[config.mk]
export PLATFORM = sky130hd
export DESIGN_NAME = thermistor_voltage_to_temperature_core
export DESIGN_NICKNAME = d
export VERILOG_FILES = /design/src/hw/rtl/tv2t_pkg.sv /design/src/hw/rtl/thermistor_voltage_to_temperature_core.sv /design/src/hw/rtl/tv2t_search.sv /design/src/hw/rtl/tv2t_divider.sv
export SDC_FILE = /design/constraint.sdc
export NUM_CORES = 1
export LEC_CHECK = 0
export ABC_AREA = 1
export BUFFER_PORTS_ARGS = -buffer_cell sky130_fd_sc_hd__buf_2
export CORE_UTILIZATION = 45
export DETAILED_ROUTE_END_ITERATION = 10
export MAX_ROUTING_LAYER = met4
export PLACE_DENSITY = 0.59
export SLEW_MARGIN = 20
export SYNTH_ARGS = -nofsm -noshare
export SYNTH_HDL_FRONTEND = slang
export SYNTH_SLANG_ARGS = --single-unit
[constraint.sdc]
create_clock -name i_clk -period 9.6 [get_ports i_clk]
set_input_delay 1.92 -clock i_clk [delete_from_list [all_inputs] [get_ports i_clk]]
set_output_delay 1.92 -clock i_clk [all_outputs]
set_load 0.01 [all_outputs]
[src/hw/rtl/tv2t_pkg.sv]
package tv2t_pkg;

    // Calibration table geometry and field widths.
    localparam int TABLE_ENTRIES    = 27;
    localparam int IDX_W            = $clog2(TABLE_ENTRIES);
    localparam int CAL_DEPTH        = 2 ** IDX_W;
    localparam int MV_W             = 12;
    localparam int TEMP_W           = 9;
    localparam int VOLTAGE_BITS_DEF = 12;

    // Interpolation datapath widths.
    localparam int NUM_W = MV_W + TEMP_W;
    localparam int CNT_W = $clog2(TEMP_W);

    localparam logic [IDX_W-1:0] FIRST_IDX = '0;
    localparam logic [IDX_W-1:0] LAST_IDX  = IDX_W'(TABLE_ENTRIES - 1);

    typedef struct packed {
        logic [MV_W-1:0]   mv;
        logic [TEMP_W-1:0] temp;
    } t_cal_point;

    // NTC 100k B3950 with a 10k pull-up at 3.3 V, falling voltage, 10 degree steps.
    // Entries past the last point repeat it and are never selected.
    localparam t_cal_point CAL_TABLE [CAL_DEPTH] = '{
        '{12'd3201, 9'd0  }, '{12'd3142, 9'd10 }, '{12'd3055, 9'd20 }, '{12'd2934, 9'd30 },
        '{12'd2775, 9'd40 }, '{12'd2577, 9'd50 }, '{12'd2346, 9'd60 }, '{12'd2090, 9'd70 },
        '{12'd1823, 9'd80 }, '{12'd1556, 9'd90 }, '{12'd1306, 9'd100}, '{12'd1083, 9'd110},
        '{12'd891,  9'd120}, '{12'd724,  9'd130}, '{12'd583,  9'd140}, '{12'd471,  9'd150},
        '{12'd383,  9'd160}, '{12'd313,  9'd170}, '{12'd256,  9'd180}, '{12'd209,  9'd190},
        '{12'd172,  9'd200}, '{12'd144,  9'd210}, '{12'd121,  9'd220}, '{12'd102,  9'd230},
        '{12'd85,   9'd240}, '{12'd72,   9'd250}, '{12'd61,   9'd260}, '{12'd61,   9'd260},
        '{12'd61,   9'd260}, '{12'd61,   9'd260}, '{12'd61,   9'd260}, '{12'd61,   9'd260}
    };

    // Table search sequencer states.
    typedef enum logic [2:0] {
        SR_IDLE,
        SR_CHK_TOP,
        SR_CHK_END,
        SR_BISECT,
        SR_DONE
    } t_srch_state;

    // Core sequencer states.
    typedef enum logic [2:0] {
        CS_IDLE,
        CS_SEARCH,
        CS_FETCH,
        CS_MUL,
        CS_DIV,
        CS_OUT
    } t_core_state;

    // Search outcome: either a clamp to the point at idx, or the segment starting at idx.
    typedef struct packed {
        logic             done;
        logic             clamp;
        logic [IDX_W-1:0] idx;
    } t_srch_result;

endpackage

[src/hw/rtl/thermistor_voltage_to_temperature_core.sv]
// Converts one NTC thermistor divider voltage in millivolts into a temperature in whole
// degrees Celsius, by linear interpolation between the two points of a fixed 27-point
// calibration table (100k B3950, 10k pull-up, 3.3 V) that bracket it. Voltages above the
// first point read 0 and voltages below the last point read 260. One request is worked
// on at a time: the input is ready only while the block is idle. A single shared comparator
// checks the table ends, and a clamped request goes straight from there to the result; for an
// interpolated one it then bisects the table (four or five probes and one closing step),
// followed by a segment fetch, one multiply and a nine-step restoring divider. The result
// stays valid until taken, and the next request is accepted in the cycle after it is taken.
module thermistor_voltage_to_temperature_core
    import tv2t_pkg::*;
#(
    parameter int VOLTAGE_BITS = VOLTAGE_BITS_DEF
) (
    input  logic                    i_clk,
    input  logic                    i_rst_n,
    input  logic                    i_in_valid,
    output logic                    o_in_ready,
    input  logic [VOLTAGE_BITS-1:0] i_voltage_mv,
    output logic                    o_out_valid,
    input  logic                    i_out_ready,
    output logic [TEMP_W-1:0]       o_temperature_c
);

    localparam int CMP_W = (VOLTAGE_BITS > MV_W) ? VOLTAGE_BITS : MV_W;

    t_core_state             r_state;
    t_core_state             n_state;
    logic [VOLTAGE_BITS-1:0] r_mv;
    logic [IDX_W-1:0]        r_seg;
    logic [MV_W-1:0]         r_diff;
    logic [MV_W-1:0]         r_span;
    logic [TEMP_W-1:0]       r_tdiff;
    logic [TEMP_W-1:0]       r_tlow;
    logic [TEMP_W-1:0]       r_temp;

    logic                    in_acc;
    logic                    div_start;
    logic                    div_done;
    logic [TEMP_W-1:0]       div_quo;
    logic [NUM_W-1:0]        product;
    logic [IDX_W-1:0]        seg_next;
    logic [CMP_W-1:0]        diff_full;
    t_cal_point              pt_high;
    t_cal_point              pt_low;
    t_srch_result            srch;

    assign in_acc = i_in_valid && o_in_ready;

    // Table search over the calibration points.
    tv2t_search #(
        .VOLTAGE_BITS(VOLTAGE_BITS)
    ) u_search (
        .i_clk   (i_clk),
        .i_rst_n (i_rst_n),
        .i_start (in_acc),
        .i_mv    (r_mv),
        .o_result(srch)
    );

    // Bracketing pair of the chosen segment.
    assign seg_next  = r_seg + IDX_W'(1);
    assign pt_high   = CAL_TABLE[r_seg];
    assign pt_low    = CAL_TABLE[seg_next];
    assign diff_full = CMP_W'(pt_high.mv) - CMP_W'(r_mv);

    // Scaled offset into the segment, divided by the segment's voltage span.
    assign product = NUM_W'(r_diff) * NUM_W'(r_tdiff);

    tv2t_divider u_divider (
        .i_clk     (i_clk),
        .i_rst_n   (i_rst_n),
        .i_start   (div_start),
        .i_dividend(product),
        .i_divisor (r_span),
        .o_done    (div_done),
        .o_quotient(div_quo)
    );

    // Next state.
    always_comb begin
        n_state = r_state;
        unique case (r_state)
            CS_IDLE:   if (in_acc) n_state = CS_SEARCH;
            CS_SEARCH: if (srch.done) n_state = srch.clamp ? CS_OUT : CS_FETCH;
            CS_FETCH:  n_state = CS_MUL;
            CS_MUL:    n_state = CS_DIV;
            CS_DIV:    if (div_done) n_state = CS_OUT;
            CS_OUT:    if (i_out_ready) n_state = CS_IDLE;
            default:   n_state = CS_IDLE;
        endcase
    end

    // Handshake and divider launch.
    always_comb begin
        o_in_ready  = 1'b0;
        o_out_valid = 1'b0;
        div_start   = 1'b0;
        unique case (r_state)
            CS_IDLE: o_in_ready  = 1'b1;
            CS_MUL:  div_start   = 1'b1;
            CS_OUT:  o_out_valid = 1'b1;
            default: o_in_ready  = 1'b0;
        endcase
    end

    // State register.
    always_ff @(posedge i_clk) begin
        if (!i_rst_n) begin
            r_state <= CS_IDLE;
        end else begin
            r_state <= n_state;
        end
    end

    // Sample capture, segment operands and result register.
    always_ff @(posedge i_clk) begin
        if (in_acc) begin
            r_mv <= i_voltage_mv;
        end
        if (r_state == CS_SEARCH && srch.done) begin
            r_seg  <= srch.idx;
            r_temp <= CAL_TABLE[srch.idx].temp;
        end
        if (r_state == CS_FETCH) begin
            r_diff  <= diff_full[MV_W-1:0];
            r_span  <= pt_high.mv - pt_low.mv;
            r_tdiff <= pt_low.temp - pt_high.temp;
            r_tlow  <= pt_high.temp;
        end
        if (r_state == CS_DIV && div_done) begin
            r_temp <= r_tlow + div_quo;
        end
    end

    assign o_temperature_c = r_temp;

    // A new request is never taken while a result is offered.
    a_no_overlap: assert property (@(posedge i_clk) disable iff (!i_rst_n)
        o_out_valid |-> !o_in_ready)
        else $error("input ready while a result is pending");

    // After acceptance the block stays busy for at least the clamp checks.
    a_busy_after_accept: assert property (@(posedge i_clk) disable iff (!i_rst_n)
        in_acc |=> !o_in_ready ##1 !o_in_ready)
        else $error("request accepted before the previous one finished");

    // The divider reports completion only while the core waits for it.
    a_div_owned: assert property (@(posedge i_clk) disable iff (!i_rst_n)
        div_done |-> (r_state == CS_DIV))
        else $error("divider completion outside the divide phase");

    // Results stay within the calibrated range.
    a_range: assert property (@(posedge i_clk) disable iff (!i_rst_n)
        o_out_valid |-> (o_temperature_c <= CAL_TABLE[LAST_IDX].temp))
        else $error("temperature beyond the last calibration point");

endmodule

[src/hw/rtl/tv2t_search.sv]
module tv2t_search
    import tv2t_pkg::*;
#(
    parameter int VOLTAGE_BITS = VOLTAGE_BITS_DEF
) (
    input  logic                    i_clk,
    input  logic                    i_rst_n,
    input  logic                    i_start,
    input  logic [VOLTAGE_BITS-1:0] i_mv,
    output t_srch_result            o_result
);

    localparam int CMP_W = (VOLTAGE_BITS > MV_W) ? VOLTAGE_BITS : MV_W;

    t_srch_state      r_state;
    t_srch_state      n_state;
    logic [IDX_W-1:0] r_lo;
    logic [IDX_W-1:0] r_hi;
    logic [IDX_W-1:0] r_idx;
    logic             r_clamp;

    logic [IDX_W-1:0] cmp_idx;
    logic [IDX_W:0]   mid_sum;
    logic [IDX_W-1:0] mid;
    logic [CMP_W-1:0] rom_v;
    logic [CMP_W-1:0] mv_x;
    logic             rom_lt;
    logic             rom_le;
    logic             span_one;

    // Midpoint of the remaining candidate range.
    assign mid_sum  = {1'b0, r_lo} + {1'b0, r_hi};
    assign mid      = mid_sum[IDX_W:1];
    assign span_one = (r_lo == r_hi);

    // The single shared comparator: table voltage against the sample.
    assign rom_v  = CMP_W'(CAL_TABLE[cmp_idx].mv);
    assign mv_x   = CMP_W'(i_mv);
    assign rom_lt = (rom_v < mv_x);
    assign rom_le = rom_lt | (rom_v == mv_x);

    // Next state.
    always_comb begin
        n_state = r_state;
        unique case (r_state)
            SR_IDLE:    if (i_start) n_state = SR_CHK_TOP;
            SR_CHK_TOP: n_state = rom_lt ? SR_DONE : SR_CHK_END;
            SR_CHK_END: n_state = rom_le ? SR_BISECT : SR_DONE;
            SR_BISECT:  if (span_one) n_state = SR_DONE;
            SR_DONE:    n_state = SR_IDLE;
            default:    n_state = SR_IDLE;
        endcase
    end

    // Comparator address and result presentation.
    always_comb begin
        cmp_idx  = mid;
        o_result = '{done: 1'b0, clamp: r_clamp, idx: r_idx};
        unique case (r_state)
            SR_CHK_TOP: cmp_idx = FIRST_IDX;
            SR_CHK_END: cmp_idx = LAST_IDX;
            SR_DONE:    o_result.done = 1'b1;
            default:    cmp_idx = mid;
        endcase
    end

    // State register.
    always_ff @(posedge i_clk) begin
        if (!i_rst_n) begin
            r_state <= SR_IDLE;
        end else begin
            r_state <= n_state;
        end
    end

    // Range bounds and outcome: the clamp point, else the last one above the sample.
    always_ff @(posedge i_clk) begin
        unique case (r_state)
            SR_CHK_TOP: begin
                r_clamp <= rom_lt;
                r_idx   <= FIRST_IDX;
            end
            SR_CHK_END: begin
                r_clamp <= ~rom_le;
                r_idx   <= LAST_IDX;
                r_lo    <= IDX_W'(1);
                r_hi    <= LAST_IDX;
            end
            SR_BISECT: begin
                if (span_one) begin
                    r_clamp <= 1'b0;
                    r_idx   <= r_lo - IDX_W'(1);
                end else if (rom_le) begin
                    r_hi <= mid;
                end else begin
                    r_lo <= mid + IDX_W'(1);
                end
            end
            default: begin
                r_clamp <= r_clamp;
            end
        endcase
    end

endmodule

[src/hw/rtl/tv2t_divider.sv]
module tv2t_divider
    import tv2t_pkg::*;
(
    input  logic              i_clk,
    input  logic              i_rst_n,
    input  logic              i_start,
    input  logic [NUM_W-1:0]  i_dividend,
    input  logic [MV_W-1:0]   i_divisor,
    output logic              o_done,
    output logic [TEMP_W-1:0] o_quotient
);

    logic              r_busy;
    logic              r_done;
    logic [CNT_W-1:0]  r_cnt;
    logic [NUM_W-1:0]  r_rem;
    logic [NUM_W-1:0]  r_dsh;
    logic [TEMP_W-1:0] r_quo;
    logic              ge;

    // One restoring step: try the divisor at the current weight.
    assign ge = (r_rem >= r_dsh);

    // Control: busy for one cycle per quotient bit, done for one cycle after.
    always_ff @(posedge i_clk) begin
        if (!i_rst_n) begin
            r_busy <= 1'b0;
            r_done <= 1'b0;
        end else begin
            r_done <= r_busy && (r_cnt == '0);
            if (i_start) begin
                r_busy <= 1'b1;
            end else if (r_busy && (r_cnt == '0)) begin
                r_busy <= 1'b0;
            end
        end
    end

    // Datapath. The quotient never exceeds the temperature step, so the divisor
    // starts at the weight of the top quotient bit.
    always_ff @(posedge i_clk) begin
        if (i_start) begin
            r_rem <= i_dividend;
            r_dsh <= NUM_W'(i_divisor) << (TEMP_W - 1);
            r_quo <= '0;
            r_cnt <= CNT_W'(TEMP_W - 1);
        end else if (r_busy) begin
            if (ge) begin
                r_rem <= r_rem - r_dsh;
            end
            r_quo <= {r_quo[TEMP_W-2:0], ge};
            r_dsh <= r_dsh >> 1;
            r_cnt <= r_cnt - CNT_W'(1);
        end
    end

    assign o_done     = r_done;
    assign o_quotient = r_quo;

endmodule
==> results.sh, run 1 <==
export IMPL_core_area_mm2=0.0315
export IMPL_hold_viol=0
export IMPL_die_w_um=181
export IMPL_nNetsFinal=2164
export IMPL_critPathTopFamily="adder cells"
export IMPL_cellPowerDensity_mw_per_mm2=252
export IMPL_worst_pin_slew_ns=1.03
export IMPL_hold_class="reg -> reg"
export IMPL_drive_gt1_share_pct=5.05
export IMPL_cap_violations=0
export IMPL_r2r_slack_ns=4.93
export IMPL_drt_wl_total_mm=37.0
export IMPL_first_pass_iters=6
export IMPL_slew_violations=0
export IMPL_grt_pass1_wl_mm=61.6
export IMPL_dp_hpwl_mm=29.8
export IMPL_syn_avg_cell_area_um2=7.46
export IMPL_switchingPower_mw=1.87
export IMPL_place_ws_ns=4.93
export IMPL_wl_per_cell_um=15.8
export IMPL_crit_path_max_incr_delay_ns=0.62
export IMPL_antenna_found_initial=0
export IMPL_worst_ep_arrival_time_ns=4.85
export IMPL_ys_types=54
export IMPL_peakVddDrop_mv=0.130
export IMPL_cts_hold_buffers=0
export IMPL_dieArea_mm2=0.0327
export IMPL_grt_use_total_pct=24.5
export IMPL_cp_buffers_inverters=3
export IMPL_cp_common_cell="fa_1"
export IMPL_diodes=0
export IMPL_port_buffers=26
export IMPL_pwr_share_seq_pct=24.3
export IMPL_finClkSkew_ns=0.00928
export IMPL_cts_max_path_buffers=2
export IMPL_ys_ff_latch=144
export IMPL_slowest_stage="edfxtp_1"
export IMPL_cts_sinks=144
export IMPL_fill_cells=3128
export IMPL_p_total_mw=3.85
export IMPL_post_route_period_util_pct=48.6
export IMPL_seq_area_mm2=0.00403
export IMPL_drcViolationCount=0
export IMPL_syn_to_final_growth_pct=6.36
export IMPL_utilization_pct=48.6
export IMPL_clk_insertion_delay_late_ns=0.42
export IMPL_synth_main_ff_cell="edfxtp_1"
export IMPL_synthArstFlopShare_pct=0
export IMPL_syn_area_mm2=0.0144
export IMPL_switching_share_pct=48.5
export IMPL_crit_fanout=12
export IMPL_ys_seq_area_share_pct=28.0
export IMPL_slew_headroom_pct=30.8
export IMPL_comb_power_share_pct=60.0
export IMPL_setup_violations=0
export IMPL_ios=27
export IMPL_cp_end_kind="flop"
export IMPL_synth_edf_count=115
export IMPL_syn_nets=2165
export IMPL_final_cell_mix="447 x nand2_1, 389 x inv_1, 152 x ha_1"
export IMPL_multi_input_area_mm2=0.00857
export IMPL_h_tree_depth=4
export IMPL_drt_initial_drc_count=1106
export IMPL_cp_data_required_time_ns=9.78
export IMPL_die_h_um=181
export IMPL_path_class="reg -> reg"
export IMPL_vias=12300
export IMPL_grt_max_degree=48
export IMPL_clock_fmax_mhz=214
export IMPL_start_kind="flop"
export IMPL_grt_pass1_vias=12200
export IMPL_cts_root_buffer="clkbuf_16"
export IMPL_rsz0062_at_grt="false"
export IMPL_antenna_left=0
export IMPL_start_util_pct=45.7
export IMPL_cts_resized=0
export IMPL_finalSetupTns_ns=0
export IMPL_setup_slack_ns=4.93
export IMPL_power_frac_clock_pct=15.7
export IMPL_final_common_cell="nand2_1"
export IMPL_crit_chain="nand2_1 -> inv_1 -> fa_1 -> fa_1 -> fa_1 -> inv_1 -> fa_1 -> inv_1 -> ha_1 -> a21oi_1 -> nor2_1 -> nor2_1 -> nand3_1 -> or2_2 -> nand3_1 -> nand2_1"
export IMPL_viasPerCell=5.23
export IMPL_synth_cells=1929
export IMPL_post_cts_setup_buffer_count=0
export IMPL_outcome="finished clean"
export IMPL_cts_clk_slew_worst_paths_ns=0.06
export IMPL_grt_ovfl_total=0
export IMPL_cts_made_buffers=17
export IMPL_gp_congestion=0.940
export IMPL_internal_power_mw=1.98
export IMPL_p_leak_nw=7.87
export IMPL_cts_tree="yes"
export IMPL_min_period_ns=4.67
export IMPL_row_count=65
export IMPL_yosysWarnings=0
-- state kept, by name (all words and copies together) (netlist names), 3 cells and up --
signal / flops
u_divider.r_rem: 21
u_divider.r_dsh: 20
r_diff: 12
r_mv: 12
r_span: 12
o_temperature_c: 9
u_divider.o_quotient: 9
r_tdiff: 8
r_tlow: 8
r_seg: 5
u_search.r_hi: 5
u_search.r_idx: 5
u_search.r_lo: 5
u_divider.r_cnt: 4
r_state: 3
u_search.r_state: 3
-- cells by family after synthesis --
group	after synthesis	synth area share, %
simple gates	755	22.0
fa+ha+maj	220	22.7
compound gates	316	12.2
xor+xnor	42	2.56
flops	144	28.0
buf+inv	452	12.5
-- power by group through the flow --
stage               sequential (mW)  combinational (mW)  clock (mW)
detailed placement            0.948                2.30           0
finish                        0.937                2.31       0.604
global route                  0.951                2.67       0.645
global placement              0.947                2.28           0
floorplan                     0.900                1.78           0
CTS                           0.937                2.32       0.618
-- worst reg2reg max path: cells and delay by family (launching register included) --
family | cells | cell delay [ns]
AND/OR/NAND/NOR | 7 | 0.89
buffers and inverters | 3 | 0.17
AO/OA/AOI/OAI | 1 | 0.27
adder cells (fa/ha/maj) | 5 | 2.47
flip-flops | 1 | 0.62
-- synth_stat cells (2+ instances only) --
cell type    n  share of area (%)
nand2_1    447                 12
inv_1      389                 10
ha_1       152                 13
nor2_1     133                3.5
o21ai_0    128                4.5
a21oi_1    117                4.1
edfxtp_1   115                 24
nand3_1    102                3.5
fa_1        68                9.5
dfxtp_1     29                4.0
nor3_1      28               0.97
xor2_1      25                1.5
clkbuf_1    23               0.60
xnor2_1     17                1.0
nand4_1     16               0.70
o31ai_1     14               0.73
buf_2       12               0.42
buf_6        9               0.70
inv_2        9               0.23
o211ai_1     9               0.47
or2_2        8               0.35
a21o_1       7               0.37
o22ai_1      6               0.26
a211oi_1     5               0.26
clkbuf_2     5               0.17
o21bai_1     5               0.26
a31oi_1      4               0.17
nand2_4      4               0.31
o21ai_1      4               0.14
nand2_2      3               0.13
nand3b_1     3               0.16
nor2_2       3               0.13
o21ai_2      3               0.18
and2_1       2              0.087
buf_4        2               0.10
clkinv_1     2              0.052
nor4_1       2              0.087
o21a_1       2               0.10
o32ai_1      2               0.12
-- metrics by stage --
stage / cell area (um^2) / hold slack [ns] / std cells
2_1_floorplan: 14400 / 0.438 / 1929
3_3_place_gp: 14800 / 0.466 / 2311
3_5_place_dp: 14800 / 0.469 / 2311
4_1_cts: 15300 / 0.481 / 2343
5_1_grt: 15300 / 0.518 / 2343
6_report: 15300 / 0.477 / 2343
-- path summary, 6_finish.rpt --
path | start | to | cells past startpoint
min reg2reg | u_divider.o_quotient[0] | u_divider.o_quotient[0] | 2
max | r_tdiff[5] | u_divider.r_rem[15] | 16
max reg2reg | r_tdiff[5] | u_divider.r_rem[15] | 16
min | u_divider.o_quotient[0] | u_divider.o_quotient[0] | 2
-- area by class of cell --
cell class	count	area share [%]
Clock inverter	11	0.515
Inverter	401	9.87
Timing Repair Buffer	31	1.10
Tap cell	402	3.29
Multi-Input combinational cell	1333	56.0
Sequential cell	144	26.4
Clock buffer	21	2.88
-- layer usage --
layer | vias up | track usage, % | routed length [um]
li1 | 6196 | - | -
met1 | 5649 | 31.5 | 17000
met2 | 345 | 39.3 | 17100
met3 | 60 | 3.33 | 1870
met4 | 0 | 8.99 | 1110
met5 | - | - | 0
No activity file was read; power rests on OpenSTA's default activity.
==> run 2: changes to the inputs <==
--- a/config.mk
+++ b/config.mk
@@ -5,7 +5,7 @@
 export SDC_FILE = /design/constraint.sdc
 export NUM_CORES = 1
 export LEC_CHECK = 0
-export ABC_AREA = 1
+export ABC_AREA = 0
 export BUFFER_PORTS_ARGS = -buffer_cell sky130_fd_sc_hd__buf_2
 export CORE_UTILIZATION = 45
 export DETAILED_ROUTE_END_ITERATION = 10
==> constraint.sdc (replaced) <==
create_clock -name i_clk -period 4.3 [get_ports i_clk]
set_input_delay 0.86 -clock i_clk [delete_from_list [all_inputs] [get_ports i_clk]]
set_output_delay 0.86 -clock i_clk [all_outputs]
set_load 0.01 [all_outputs]
==> run 2 against run 1 <==
Compared with the run above:
- the run now ends with setup timing left
- wire length down 2.8%
- critical path type unchanged
- sequential share of layout area is 2.0 points lower
- global-route usage decreased by 0.17 points
- total power is 140% higher
- clock power grew to 2.5 times the previous value
- hold slack improved by 0.017 ns
- die area shrank 3.2%
==> results.sh, run 2 <==
export IMPL_cts_made_buffers=17
export IMPL_viasPerCell=5.38
export IMPL_hold_slack_ns=0.494
export IMPL_die_h_um=178
export IMPL_worst_pin_slew_ns=0.804
export IMPL_cts_tree="yes"
export IMPL_cap_violations=0
export IMPL_dieArea_mm2=0.0316
export IMPL_ys_top_cells_by_count="174 x inv_1, 164 x nand2_1, 152 x ha_1"
export IMPL_hold_viol=0
export IMPL_layout_cells_non_filler=2121
export IMPL_comb_power_share_pct=63.4
export IMPL_p_leak_nw=7.22
export IMPL_core_area_mm2=0.0305
export IMPL_netlist_top_cell_by_area="edfxtp_1"
export IMPL_wl_per_cell_um=17.0
export IMPL_first_pass_iters=5
export IMPL_antenna_found_initial=0
export IMPL_utilization_pct=54.2
export IMPL_grt_use_met3_pct=2.63
export IMPL_syn_area_mm2=0.0139
export IMPL_path_class="reg -> reg"
export IMPL_worst_ep_arrival_time_ns=4.64
export IMPL_nNetsFinal=1948
export IMPL_peakVddDrop_mv=0.407
export IMPL_synth_most_common_cell="inv_1"
export IMPL_slew_violations=0
export IMPL_rr_startpoint="r_diff[8]"
export IMPL_pwr_share_seq_pct=20.5
export IMPL_min_period_ns=4.46
export IMPL_grt_busiest_layer="met2"
export IMPL_cp_data_required_time_ns=4.49
export IMPL_syn_to_final_growth_pct=18.8
export IMPL_violations="setup timing"
export IMPL_drcViolationCount=0
export IMPL_ys_ff_latch=144
export IMPL_ys_seq_area_share_pct=29.0
export IMPL_synthTopCellsByArea="edfxtp_1 25%, ha_1 14%, fa_1 9.8%"
export IMPL_ios=27
export IMPL_switching_share_pct=42.3
export IMPL_holdPathEnd="u_divider.r_cnt[3]"
export IMPL_port_buffers=26
export IMPL_reg2reg_to="u_divider.r_rem[20]"
export IMPL_holdPathStages=2
export IMPL_start_util_pct=45.6
export IMPL_crit_fanout=5
export IMPL_dp_hpwl_mm=27.9
export IMPL_largest_register_ffs=21
export IMPL_drt_initial_drc_count=660
export IMPL_final_cell_mix="163 x nand2_1, 160 x inv_1, 142 x buf_4"
export IMPL_rsz0062_at_grt="true"
export IMPL_cts_max_path_buffers=2
export IMPL_grt_ovfl_total=0
export IMPL_gp_congestion=0.908
export IMPL_grt_use_met1_pct=28.1
export IMPL_grt_use_total_pct=24.3
export IMPL_diodes=0
export IMPL_drive_gt1_share_pct=18.7
export IMPL_cp_end_kind="flop"
export IMPL_slew_headroom_pct=46.3
export IMPL_top_regs="u_divider.r_rem x21, u_divider.r_dsh x20"
export IMPL_grt_max_degree=41
export IMPL_syn_avg_cell_area_um2=8.85
export IMPL_synthArstFlopShare_pct=0
export IMPL_cts_root_buffer="clkbuf_16"
export IMPL_clock_fmax_mhz=224
export IMPL_drt_wl_total_mm=36.0
export IMPL_r2r_slack_ns=-0.16
export IMPL_setup_slack_ns=-0.157
export IMPL_ys_types=80
export IMPL_grt_pass1_vias=11500
export IMPL_die_w_um=178
export IMPL_h_tree_depth=4
export IMPL_synth_cells=1573
export IMPL_grt_pass1_wl_mm=58.0
export IMPL_synth_edf_count=115
export IMPL_p_total_mw=9.35
export IMPL_power_frac_clock_pct=16.1
export IMPL_place_ws_ns=-0.239
export IMPL_min_delay_start="u_divider.r_cnt[3]"
export IMPL_grtUsageMet2_pct=42.7
export IMPL_synth_top_area_share_pct=24.8
export IMPL_synth_main_ff_cell="edfxtp_1"
export IMPL_finClkSkew_ns=0.0104
export IMPL_start_kind="flop"
export IMPL_switchingPower_mw=3.95
export IMPL_clk_insertion_delay_late_ns=0.44
export IMPL_antenna_left=0
export IMPL_syn_nets=1809
export IMPL_internal_power_mw=5.40
export IMPL_fill_cells=2858
export IMPL_cellPowerDensity_mw_per_mm2=565
export IMPL_final_common_cell="nand2_1"
export IMPL_setup_violations=8
export IMPL_placedCellCount=2061
export IMPL_worst_r2r_cell_count=15
export IMPL_vias=11400
export IMPL_top_register="u_divider.r_rem"
export IMPL_post_route_period_util_pct=104
export IMPL_cts_sinks=144
export IMPL_outcome="finished with violations"
export IMPL_yosysWarnings=0
export IMPL_cts_clk_slew_worst_paths_ns=0.07
export IMPL_row_count=64
export IMPL_hold_class="reg -> reg"
==> run 2: cell type report <==
type | count | area, um^2 | share of cell area (%)
clock buffers | 19 | 443 | 2.68
clock inverters | 13 | 125 | 0.757
inverters | 176 | 663 | 4.01
multi-input cells | 1186 | 9350 | 56.6
flip-flops and latches | 144 | 4030 | 24.4
well taps | 396 | 495 | 3.00
repair buffers | 187 | 1430 | 8.62
==> run 2: worst max-delay path by stage <==
| stage | from | to | cells past startpoint |
|---|---|---|---|
| after detailed placement | r_tdiff[4] | u_divider.r_rem[18] | 15 |
| after global routing | r_tdiff[8] | u_divider.r_rem[20] | 15 |
| after CTS | r_diff[6] | u_divider.r_rem[19] | 16 |
| after global placement | r_tdiff[5] | u_divider.r_rem[18] | 15 |
| after floorplan | r_tdiff[8] | u_divider.r_rem[18] | 17 |
| final | r_diff[8] | u_divider.r_rem[20] | 15 |
==> run 2: timing repair <==
action | in CTS | in global routing
hold buffers | 0 | 0
pin swaps | 42 | 52
endpoints found under the setup margin | 23 | 26
buffers inserted | 17 | 11
gates resized for setup | 54 | 52
==> run 2: metrics by stage <==
step	area, um^2	TNS [ns]
2_1_floorplan	14000	-0.0303
3_3_place_gp	15400	-2.17
3_5_place_dp	15400	-2.43
4_1_cts	16300	-0.517
5_1_grt	16500	-2.72
6_report	16500	-0.823
==> run 2: cells by family (layout without fill, tap and decap cells) <==
logic type,count (synthesis),after routing,synth area share (%)
XOR/XNOR,82,82,5.21
flip-flops,144,144,29.0
AO/OA/AOI/OAI,343,343,15.7
buffers and inverters,243,395,6.83
multiplexers,33,33,2.42
adder cells (fa/ha/maj),220,220,23.4
AND/OR/NAND/NOR,508,508,17.5
==> run 2: critical path: stages, from the launching register on <==
cell	delay, ns
edfxtp_1	0.51
and2_4	0.22
fa_1	0.56
fa_1	0.45
fa_1	0.56
inv_2	0.04
fa_1	0.54
inv_2	0.05
ha_4	0.25
a21oi_4	0.15
nor2_2	0.05
a211oi_2	0.28
o21ai_4	0.14
a41oi_2	0.18
xnor2_1	0.14
mux2i_1	0.08
==> run 2: routing by layer <==
metal,vias up,share of wire [%],wire (um)
li1,5698,-,-
met1,5491,44,15800
met2,177,51,18300
met3,54,2.4,847
met4,0,3.1,1110
met5,-,0,0
==> run 2: power groups by stage <==
stage	registers, mW	clock network [mW]	logic [mW]
after floorplan	1.86	0	3.36
after global placement	1.95	0	5.00
after detailed placement	1.95	0	5.05
after CTS	1.92	1.53	5.54
after global routing	1.94	1.58	6.58
final	1.92	1.51	5.93
